==> config.mk <==
export PLATFORM = sky130hd
export DESIGN_NAME = time_sorted_event_buffer
export DESIGN_NICKNAME = d
export VERILOG_FILES = /design/src/hw/rtl/tseb_pkg.sv /design/src/hw/rtl/time_sorted_event_buffer.sv /design/src/hw/rtl/tseb_ram.sv
export SDC_FILE = /design/constraint.sdc
export NUM_CORES = 1
export LEC_CHECK = 0
export ABC_AREA = 1
export BUFFER_PORTS_ARGS = -buffer_cell sky130_fd_sc_hd__buf_2
export CORE_MARGIN = 1
export CORE_UTILIZATION = 48
export CTS_BUF_LIST = sky130_fd_sc_hd__clkbuf_4
export CTS_CLUSTER_SIZE = 20
export DETAILED_ROUTE_END_ITERATION = 10
export PLACE_DENSITY = 0.61
export SYNTH_ARGS = -nofsm -noshare
export SYNTH_HDL_FRONTEND = slang
export SYNTH_SLANG_ARGS = --single-unit
export TNS_END_PERCENT = 50
==> constraint.sdc <==
create_clock -name clock -period 18.8 [get_ports clock]
set_input_delay 5.64 -clock clock [delete_from_list [all_inputs] [get_ports clock]]
set_output_delay 5.64 -clock clock [all_outputs]
set_load 0.03 [all_outputs]
==> src/hw/rtl/tseb_pkg.sv <==
// Types and codes shared by the time sorted event buffer.
`default_nettype none

package tseb_pkg;

   // Longest payload accepted, in bytes
   localparam logic [2:0] MAX_BYTES = 3'd3;

   // Input channel widths
   localparam int unsigned ReqDataWidth = 64;
   localparam int unsigned ReqUserWidth = 2;
   // Result channel widths
   localparam int unsigned RspDataWidth = 64;
   localparam int unsigned RspUserWidth = 2;

   typedef enum logic [1:0] {
      CMD_INSERT = 2'd0,
      CMD_CLEAR  = 2'd1,
      CMD_READ   = 2'd2
   } command_type;

   typedef enum logic [1:0] {
      STS_OK         = 2'd0,
      STS_FULL       = 2'd1,
      STS_NOT_FILLED = 2'd2,
      STS_TOO_LONG   = 2'd3
   } status_type;

   // One stored event, frame in the top bits
   typedef struct packed {
      logic signed [31:0] frame;
      logic        [1:0]  length;
      logic        [23:0] payload;
   } entry_type;

endpackage : tseb_pkg

`default_nettype wire

==> src/hw/rtl/time_sorted_event_buffer.sv <==
// Top level of the time sorted event buffer: sequencer, compare unit and result register.
`default_nettype none

// Holds up to DEPTH short events sorted by signed frame number in one RAM.
// Each item on the req_ channel carries a command in req_tuser (insert,
// clear or read) and gives exactly one item on the rsp_ channel with a
// status in rsp_tuser. An insert walks the store from the top entry down
// through a single frame comparator, moving each later entry up one place
// per cycle; a new event goes ahead of held events with the same frame. The
// RAM read port, one address per cycle, sets the walk rate. req_tready is
// high only between commands; a finished item waits in the rsp_ register
// while the next command is taken. An insert into a full store, or with a
// length above three bytes, leaves the store as it was.
module time_sorted_event_buffer #(
   parameter int unsigned DEPTH = 16
) (
   input  wire logic                               clock,
   input  wire logic                               reset,
   // Input channel
   input  wire logic                               req_tvalid,
   output logic                                    req_tready,
   // frame[31:0], length[33:32], payload[57:34], position[61:58], zero[63:62]
   input  wire logic [tseb_pkg::ReqDataWidth-1:0]  req_tdata,
   // command[1:0]
   input  wire logic [tseb_pkg::ReqUserWidth-1:0]  req_tuser,
   // Result channel
   output logic                                    rsp_tvalid,
   input  wire logic                               rsp_tready,
   // fill_count[4:0], out_frame[36:5], out_length[38:37], out_payload[62:39],
   // zero[63]
   output logic      [tseb_pkg::RspDataWidth-1:0]  rsp_tdata,
   // status[1:0]
   output logic      [tseb_pkg::RspUserWidth-1:0]  rsp_tuser
);

   import tseb_pkg::*;

   localparam int unsigned AW = $clog2(DEPTH);
   localparam int unsigned CW = $clog2(DEPTH + 1);
   localparam int unsigned EW = $bits(entry_type);

   typedef enum logic [4:0] {
      ST_IDLE  = 5'b00001,
      ST_SCAN  = 5'b00010,
      ST_PUT   = 5'b00100,
      ST_FETCH = 5'b01000,
      ST_DONE  = 5'b10000
   } state_type;

   state_type                 state_ff, state_in;
   logic [CW-1:0]             count_ff, count_in;
   logic [AW-1:0]             idx_ff, idx_in;
   entry_type                 new_ff, new_in;
   entry_type                 res_ff, res_in;
   status_type                status_ff, status_in;
   logic                      rsp_valid_ff, rsp_valid_in;
   logic [RspDataWidth-1:0]   rsp_data_ff, rsp_data_in;
   logic [RspUserWidth-1:0]   rsp_user_ff, rsp_user_in;

   logic                      wr_en;
   logic [AW-1:0]             wr_addr;
   entry_type                 wr_data;
   logic [AW-1:0]             rd_addr;
   entry_type                 rd_data;
   logic [EW-1:0]             rd_word;

   // Input fields
   command_type               req_command;
   logic signed [31:0]        req_frame;
   logic [1:0]                req_length;
   logic [23:0]               req_payload;
   logic [3:0]                req_position;
   logic [23:0]               masked_payload;

   // Count and position compared at a common width
   logic [8:0]                count_wide;
   logic [8:0]                pos_wide;
   logic [CW-1:0]             count_less;
   logic                      entry_not_before;

   assign req_command  = command_type'(req_tuser);
   assign req_frame    = req_tdata[31:0];
   assign req_length   = req_tdata[33:32];
   assign req_payload  = req_tdata[57:34];
   assign req_position = req_tdata[61:58];

   assign count_wide = 9'(count_ff);
   assign pos_wide   = 9'(req_position);
   assign count_less = count_ff - CW'(1);

   // Keep only the bytes that the length covers
   always_comb begin
      masked_payload = '0;
      for (int b = 0; b < 3; b++) begin
         if (2'(b) < req_length) begin
            masked_payload[8*b +: 8] = req_payload[8*b +: 8];
         end
      end
   end

   // Shared compare unit: stored frame not below the new one
   assign entry_not_before = (rd_data.frame >= new_ff.frame);

   assign rd_data = entry_type'(rd_word);

   tseb_ram #(
      .WIDTH (EW),
      .DEPTH (DEPTH)
   ) u_store (
      .clock   (clock),
      .wr_en   (wr_en),
      .wr_addr (wr_addr),
      .wr_data (EW'(wr_data)),
      .rd_addr (rd_addr),
      .rd_data (rd_word)
   );

   // Sequencer
   always_comb begin
      state_in     = state_ff;
      count_in     = count_ff;
      idx_in       = idx_ff;
      new_in       = new_ff;
      res_in       = res_ff;
      status_in    = status_ff;
      rsp_valid_in = rsp_valid_ff & ~rsp_tready;
      rsp_data_in  = rsp_data_ff;
      rsp_user_in  = rsp_user_ff;
      wr_en        = 1'b0;
      wr_addr      = idx_ff + AW'(1);
      wr_data      = new_ff;
      rd_addr      = idx_ff - AW'(1);

      unique case (state_ff)
         ST_IDLE: begin
            if (req_tvalid) begin
               new_in.frame   = req_frame;
               new_in.length  = req_length;
               new_in.payload = masked_payload;
               res_in         = '0;
               status_in      = STS_OK;
               state_in       = ST_DONE;
               unique case (req_command)
                  CMD_INSERT: begin
                     if (3'(req_length) > MAX_BYTES) begin
                        status_in = STS_TOO_LONG;
                     end else if (count_wide == 9'(DEPTH)) begin
                        status_in = STS_FULL;
                     end else if (count_ff == '0) begin
                        state_in = ST_PUT;
                     end else begin
                        // Start the walk at the top held entry
                        rd_addr  = count_less[AW-1:0];
                        idx_in   = count_less[AW-1:0];
                        state_in = ST_SCAN;
                     end
                  end
                  CMD_CLEAR: begin
                     count_in = '0;
                  end
                  CMD_READ: begin
                     if (pos_wide < count_wide) begin
                        rd_addr  = pos_wide[AW-1:0];
                        state_in = ST_FETCH;
                     end else begin
                        status_in = STS_NOT_FILLED;
                     end
                  end
                  default: begin
                     status_in = STS_OK;
                  end
               endcase
            end
         end
         ST_SCAN: begin
            wr_en = 1'b1;
            if (entry_not_before) begin
               // Move the entry up one place and step down
               wr_data = rd_data;
               if (idx_ff == '0) begin
                  state_in = ST_PUT;
               end else begin
                  idx_in = idx_ff - AW'(1);
               end
            end else begin
               // Drop the new event in just above this entry
               count_in = count_ff + CW'(1);
               state_in = ST_DONE;
            end
         end
         ST_PUT: begin
            wr_en    = 1'b1;
            wr_addr  = '0;
            count_in = count_ff + CW'(1);
            state_in = ST_DONE;
         end
         ST_FETCH: begin
            res_in   = rd_data;
            state_in = ST_DONE;
         end
         ST_DONE: begin
            // Hand over the item once the result register is free
            if (!rsp_valid_ff || rsp_tready) begin
               rsp_valid_in = 1'b1;
               rsp_data_in  = {1'b0, res_ff.payload, res_ff.length, res_ff.frame,
                               count_wide[4:0]};
               rsp_user_in  = status_ff;
               state_in     = ST_IDLE;
            end
         end
         default: begin
            state_in = ST_IDLE;
         end
      endcase
   end

   // Control state
   always_ff @(posedge clock) begin
      if (reset) begin
         state_ff     <= ST_IDLE;
         count_ff     <= '0;
         rsp_valid_ff <= 1'b0;
      end else begin
         state_ff     <= state_in;
         count_ff     <= count_in;
         rsp_valid_ff <= rsp_valid_in;
      end
   end

   // Payload registers
   always_ff @(posedge clock) begin
      idx_ff      <= idx_in;
      new_ff      <= new_in;
      res_ff      <= res_in;
      status_ff   <= status_in;
      rsp_data_ff <= rsp_data_in;
      rsp_user_ff <= rsp_user_in;
   end

   assign req_tready = (state_ff == ST_IDLE);
   assign rsp_tvalid = rsp_valid_ff;
   assign rsp_tdata  = rsp_data_ff;
   assign rsp_tuser  = rsp_user_ff;

endmodule : time_sorted_event_buffer

`default_nettype wire

==> src/hw/rtl/tseb_ram.sv <==
// Generic single write port RAM with one registered read port.
`default_nettype none

module tseb_ram #(
   parameter int unsigned WIDTH = 8,
   parameter int unsigned DEPTH = 16
) (
   input  wire logic                     clock,
   input  wire logic                     wr_en,
   input  wire logic [$clog2(DEPTH)-1:0] wr_addr,
   input  wire logic [WIDTH-1:0]         wr_data,
   input  wire logic [$clog2(DEPTH)-1:0] rd_addr,
   output logic      [WIDTH-1:0]         rd_data
);

   logic [WIDTH-1:0] mem_ff [DEPTH];

   // Write one word; read one word into a registered output
   always_ff @(posedge clock) begin
      if (wr_en) begin
         mem_ff[wr_addr] <= wr_data;
      end
      rd_data <= mem_ff[rd_addr];
   end

endmodule : tseb_ram

`default_nettype wire

==> results of run 1 <==
kinds of logic after synthesis:
family,Yosys count,share of synthesized area (%)
flops,1184,70.97
compound gates,106,1.144
simple gates,2445,21.58
fa+ha+maj,40,1.019
xor+xnor,6,0.1070
buf+inv,600,5.175
other cells,1,0.007634
final cells by class:
type                       count  area [µm²]
tap                         1357        1698
antenna                        4       10.01
sequential                  1184       34860
fill                        8854       45340
clock inverter                78       420.4
multi-input combinational   2598       11930
clock buffer                 493        3701
timing repair buffer         236        1474
inverter                     339        1291
worst paths after layout:
check | to | startpoint | slack, ps
max | u_store.rd_data[14] | req_tdata[60] | 9310
min | rsp_tdata[21] | res_ff[42] | 410
max reg2reg | u_store.rd_data[14] | count_ff[2] | 13370
min reg2reg | rsp_tdata[21] | res_ff[42] | 410
cells in the mapped netlist, types with 3 or more instances:
master,number,area share [%]
nand3_1,888,9.0
inv_1,335,2.6
xor2_1,4,0.071
nand4_1,6,0.076
nor4_1,6,0.076
nand3b_1,58,0.89
buf_2,155,1.6
buf_6,6,0.14
nor3_1,6,0.061
o21ai_0,70,0.71
nor2_1,120,0.92
ha_1,40,1.0
nand2_1,1352,10
buf_1,12,0.092
clkbuf_1,75,0.57
dfxtp_1,69,2.8
a21oi_1,23,0.23
buf_4,13,0.20
o21a_1,3,0.046
edfxtp_1,1115,68
state kept, by name, summed over array words and instances (netlist names):
name	count
u_store.mem_ff	928
rsp_tdata	63
new_ff	58
res_ff	58
u_store.rd_data	58
count_ff	5
state_ff	5
idx_ff	4
rsp_tuser	2
status_ff	2
rsp_tvalid	1
power breakdown:
| part | internal [W] | leakage [nW] | switching, W | total [W] |
|---|---|---|---|---|
| combinational | 0.000146 | 9.39 | 0.000407 | 0.000552 |
| clock | 0.00125 | 2.48 | 0.00104 | 0.00229 |
| sequential | 0.00302 | 10.7 | 0.0000351 | 0.00306 |
| total | 0.00442 | 22.6 | 0.00148 | 0.00590 |
metrics by stage:
stage	util [%]	area, µm²	hold slack (ps)	cells
4_1_cts	54.98	55380	402.6	6285
3_5_place_dp	50.89	51260	404.5	5714
3_3_place_gp	50.89	51260	400.2	5714
2_1_floorplan	-	49120	400.3	4382
6_report	54.99	55390	410.0	6289
5_1_grt	54.99	55390	424.5	6289
per-layer routing:
layer | share of wire [%] | up-vias | GRT usage [%]
li1 | - | 15770 | -
met1 | 43 | 16340 | 33.69
met2 | 47 | 1361 | 40.12
met3 | 7.3 | 230 | 3.936
met4 | 2.7 | 0 | 10.15
met5 | 0 | - | 0
==> summary.md, run 1 <==
| Metric | Value |
|---|---|
| Outcome | finished, final reports clean |
| Maximum vdd drop | 0.05603 mV |
| Die Area | 103600 µm² |
| Layout cells sized above 1 | 15.95% |
| Most frequent cells in the layout | nand2_1 (1349), edfxtp_1 (1115), nand3_1 (888) |
| Post-synth EDFFs | 1115 |
| Vias | 33700 |
| Setup Skew | 103.8 ps |
| Post-route setup TNS | 0 ps |
| Hold Path Stages | 0 |
| Cell Chain, Critical Path | buf_2, ha_1, a21oi_1, nor2_1, o21ai_0, nand2_1, nand2_1, nand3_2, nand2_8, nand2_8, buf_4, buf_4, nand2_1, nand2_1, nand2_1, nand3_1, nand3_1, nand2_1 |
| Commonest non-fill, non-tap cell in the layout | nand2_1 |
| Fmax | 0.1054 GHz |
| CP max FO | 140 |
| Largest net degree at the start of global routing | 192 |
| First-pass GRT wire length | 193.0 mm |
| Critical path class | in2reg |
| Slew margin rel. | 16.60% |
| Clock transition at path regs | 60 ps |
| Seq/Total Area, Yosys | 70.97% |
| HP Class | reg2reg |
| Routed wire length | 128.7 mm |
| Pins over their slew limit | 0 |
| Post-cts sizing count | 0 |
| DRC Markers | 0 |
| DPL Wire Length | 61.22 mm |
| Total gr overflow | 0 |
| Req. time, crit path | 19840 ps |
| Iter 0 DRT Violations | 3110 |
| I/O Buffers | 134 |
| Antenna violations before repair | 4 |
| Tightest Pin Transition | 1243 ps |
| Reg2reg path depth | 18 |
| Drt pass-1 iters | 5 |
| Post-route setup slack | 9308 ps |
| Syn_nets | 4492 |
| Die Wd | 321.9 µm |
| I/O pins | 138 |
| Post-synth cell types | 40 |
| Worst stage delay on the critical path | 970 ps |
| Final cycle utilization of the critical path | 50.49% |
| Unrepaired setup endpoints after global routing | false |
| Ys async rst share | 0% |
| CP Data Arrival Time | 10530 ps |
| Worst-path cell with the longest stage delay | nand2_8 |
| Ys Warns | 0 |
| CTS max path bufs | 4 |
| Clock Sinks | 1184 |
| RD Place Congestion | 0.7835 |
| DR WL/cell | 20.46 µm |
| Setup repair bufs after CTS | 0 |
| CTS tree | built |
| Rows | 116 |
| Worst setup SP type | input port |
| Post-synthesis instance total | 4382 |
| CTS root buf | clkbuf_4 |
| Vias/cell | 5.358 |
| Chip height | 321.9 µm |
| # setup viols final | 0 |
| Final Hold Fails | 0 |
| Clock Latency Late Sink | 1190 ps |
| Final-stage net count | 4794 |
| Pwr dens | 106.6 nW/µm² |
| Hold bufs inserted after CTS | 0 |
| Leakage power total | 22.57 nW |
| Crit. path cell count | 18 |
| Tmin final | 9492 ps |
| Commonest register cell after synthesis | edfxtp_1 |
| Total GRT Usage | 24.88% |
| Layout area overhead | 12.75% |
| H-Tree Depth | 5 |
| Pre-CTS setup slack | 8167 ps |
| TritonCTS buffer count | 325 |
| Starting Density | 48.77% |
| Mapped Area | 49120 µm² |
| Critical Path End Type | register |
| Via count of the first global-routing pass | 32370 |
| Max Cap Violations | 0 |
| Yosys reg bits | 1184 |
| Crit path max-delay family | simple AND/OR/NAND/NOR gates |
| Final Power | 0.005902 W |
| Core Area | 100700 µm² |
| Worst path bufs/invs | 3 |
| Synthesized area per cell | 11.21 µm² |
| Post-route ant nets | 0 |
| Crit path top cell by count | nand2_1 |
No activity file was read; power rests on OpenSTA's default activity.
==> run 2, diff against run 1 <==
Clock period 18.8 ns to 9.36 ns, I/O delays scaled along.
==> run 2 against run 1 <==
  * Utilization grew 0.097 points
  * Worst hold slack lost 23 ps
  * Sequential cell count is the same
  * Count of clock-buffer cells in the layout is 6 higher
  * Clock power rose by 100%
  * Critical endpoint is now u_store.rd_data[39]
  * Largest power group unchanged
  * Highest routed layer unchanged
==> summary.md, run 2 (synthesis results as in run 1) <==
| Metric | Value |
|---|---|
| Outcome | finished, final reports clean |
| Total GRT Usage | 24.43% (-0.45 points) |
| I/O pins | 138 (unchanged) |
| Req. time, crit path | 10350 ps (-9490 ps) |
| Fmax | 0.1856 GHz |
| CTS tree | built |
| Drt pass-1 iters | 6 (+1) |
| Leakage power total | 22.60 nW (+0.14%) |
| CTS max path bufs | 4 (unchanged) |
| Maximum vdd drop | 0.1104 mV (+97%) |
| Vias | 33300 (-1.2%) |
| Via count of the first global-routing pass | 31970 (-1.2%) |
| Placed Area | 51320 µm² (+0.12%) |
| Most frequent cells in the layout | nand2_1 (1349), edfxtp_1 (1115), nand3_1 (888) |
| H-Tree Depth | 5 (unchanged) |
| CP max FO | 120 (-14%) |
| Pint | 0.008946 W (+100%) |
| Final-stage net count | 4791 (-0.063%) |
| DR WL/cell | 20.03 µm (-2.1%) |
| Reg power frac | 51.7% (about the same) |
| Post-route setup slack | 3973 ps (-5335 ps) |
| Rows | 116 (unchanged) |
| Pins over their slew limit | 0 (unchanged) |
| Logic pwr share | 9.3% (about the same) |
| WL met2 | 60.11 mm (-0.98%) |
| Tightest Pin Transition | 1201 ps (-42.10 ps) |
| Unrepaired setup endpoints after global routing | false |
| DR WL met3 | 9.028 mm (-3.5%) |
| Setup repair bufs after CTS | 0 (unchanged) |
| HP Class | reg2reg |
| Hold bufs inserted after CTS | 0 (unchanged) |
| Top sig layer | met4 |
| Post-route setup TNS | 0 ps (unchanged) |
| Pre-CTS setup slack | 2867 ps (-5300 ps) |
| Fill cell count | 8768 (-0.97%) |
| Routed wire length | 125.7 mm (-2.3%) |
| Slew margin rel. | 19.42% (+2.8 points) |
| Final cycle utilization of the critical path | 57.55% |
| Met1 WL | 53.82 mm (-2.4%) |
| Setup Skew | 98.85 ps (-4.940 ps) |
| Clock Latency Late Sink | 1200 ps (about the same) |
| DRC Markers | 0 (unchanged) |
| Largest register FFs | 928 (unchanged) |
| # setup viols final | 0 (unchanged) |
| DPL Wire Length | 59.99 mm (-2.0%) |
| Layout cells sized above 1 | 16.07% (+0.12 points) |
| CTS root buf | clkbuf_4 |
| Tmin final | 5387 ps |
| Chip height | 321.9 µm (unchanged) |
| Starting Density | 48.77% (unchanged) |
| Final Hold Fails | 0 (unchanged) |
| Clock share of power | 39.0% (+0.2 points) |
| Max Cap Violations | 0 (unchanged) |
| Layout area overhead | 12.95% |
| Final Power | 0.01187 W (+100%) |
| I/O Buffers | 134 (unchanged) |
| Largest Register | u_store.mem_ff |
| Worst setup SP type | input port |
| Total gr overflow | 0 (unchanged) |
| P_sw | 0.002928 W (+97%) |
| Die Area | 103600 µm² (unchanged) |
| Critical path class | in2reg |
| Pwr dens | 214.0 nW/µm² (+100%) |
| Antenna violations before repair | 3 (-1) |
| Final instance area | 55480 µm² (+0.18%) |
| Post-cts sizing count | 0 (unchanged) |
| Die Wd | 321.9 µm (unchanged) |
| First-pass GRT wire length | 189.8 mm (-1.7%) |
| Post-route ant nets | 0 (unchanged) |
| CP Data Arrival Time | 6380 ps (-4150 ps) |
| Core Area | 100700 µm² (unchanged) |
| Commonest non-fill, non-tap cell in the layout | nand2_1 |
| RD Place Congestion | 0.7827 (-0.10%) |
| Clock Sinks | 1184 (unchanged) |
| Critical Path End Type | register |
| TritonCTS buffer count | 323 (-0.62%) |
| Largest net degree at the start of global routing | 191 (-0.52%) |
| Iter 0 DRT Violations | 2864 (-7.9%) |
| Sw frac | 24.66% (-0.49 points) |
| Clock transition at path regs | 60 ps (about the same) |
| Vias/cell | 5.304 (-1.0%) |
==> run 2: cell types whose count changed in the layout (fill, tap and decap cells not counted), sizes merged <==
cell / delta
inv: -5
clkinvlp: +1
clkinv: -16
diode: +2
bufinv: +2
buf: -1
clkbuf: +6
==> run 2: power groups by stage <==
stage	registers (W)	logic [W]	clock network (W)
2_1_floorplan	0.00627	0.000691	0
3_3_place_gp	0.00625	0.00109	0
3_5_place_dp	0.00625	0.00111	0
4_1_cts	0.00614	0.00111	0.00474
5_1_grt	0.00615	0.00123	0.00503
6_report	0.00614	0.00110	0.00463
==> run 2: critical path, cell delays in order <==
cell and delay, ps:
buf_2 120, ha_1 310, a21oi_1 140, nor2_1 50, o21ai_0 200, nand2_1 130
nand2_1 150, nand3_2 190, nand2_8 510, nand2_8 500, buf_12 430, nand2_1 170
nand2_1 60, nand2_1 60, nand3_1 80, nand3_1 120, nand2_1 90
==> run 2: cell type report <==
type / count / area, µm² / area share [%]
clock inverters: 60 / 405.4 / 0.7306
diodes: 6 / 15.01 / 0.02706
multi-input cells: 2598 / 11940 / 21.52
inverters: 339 / 1290 / 2.325
repair buffers: 235 / 1529 / 2.756
flip-flops and latches: 1184 / 34860 / 62.83
well taps: 1357 / 1698 / 3.060
clock buffers: 499 / 3746 / 6.752
==> run 2: metrics by stage <==
step	util [%]	cells	hold WS, ps
3_3_place_gp	50.95	5713	400.6
5_1_grt	55.08	6278	405.1
2_1_floorplan	-	4382	400.3
3_5_place_dp	50.95	5713	404.5
4_1_cts	55.07	6272	386.9
6_report	55.08	6278	387.3
==> run 2: routing by layer <==
metal	vias up	global-route usage [%]
met3	240	3.961
met1	16040	32.80
met5	-	0
met4	0	8.444
met2	1262	40.33
li1	15760	-
==> run 2: final timing paths <==
check	startpoint	endpoint	slack, ps	depth (start not counted)
worst min-delay path	res_ff[36]	rsp_tdata[15]	390	0
worst max register to register	new_ff[57]	u_store.mem_ff[2][46]	4260	11
worst min register to register	res_ff[36]	rsp_tdata[15]	390	0
worst max-delay path	req_tdata[60]	u_store.rd_data[39]	3970	17
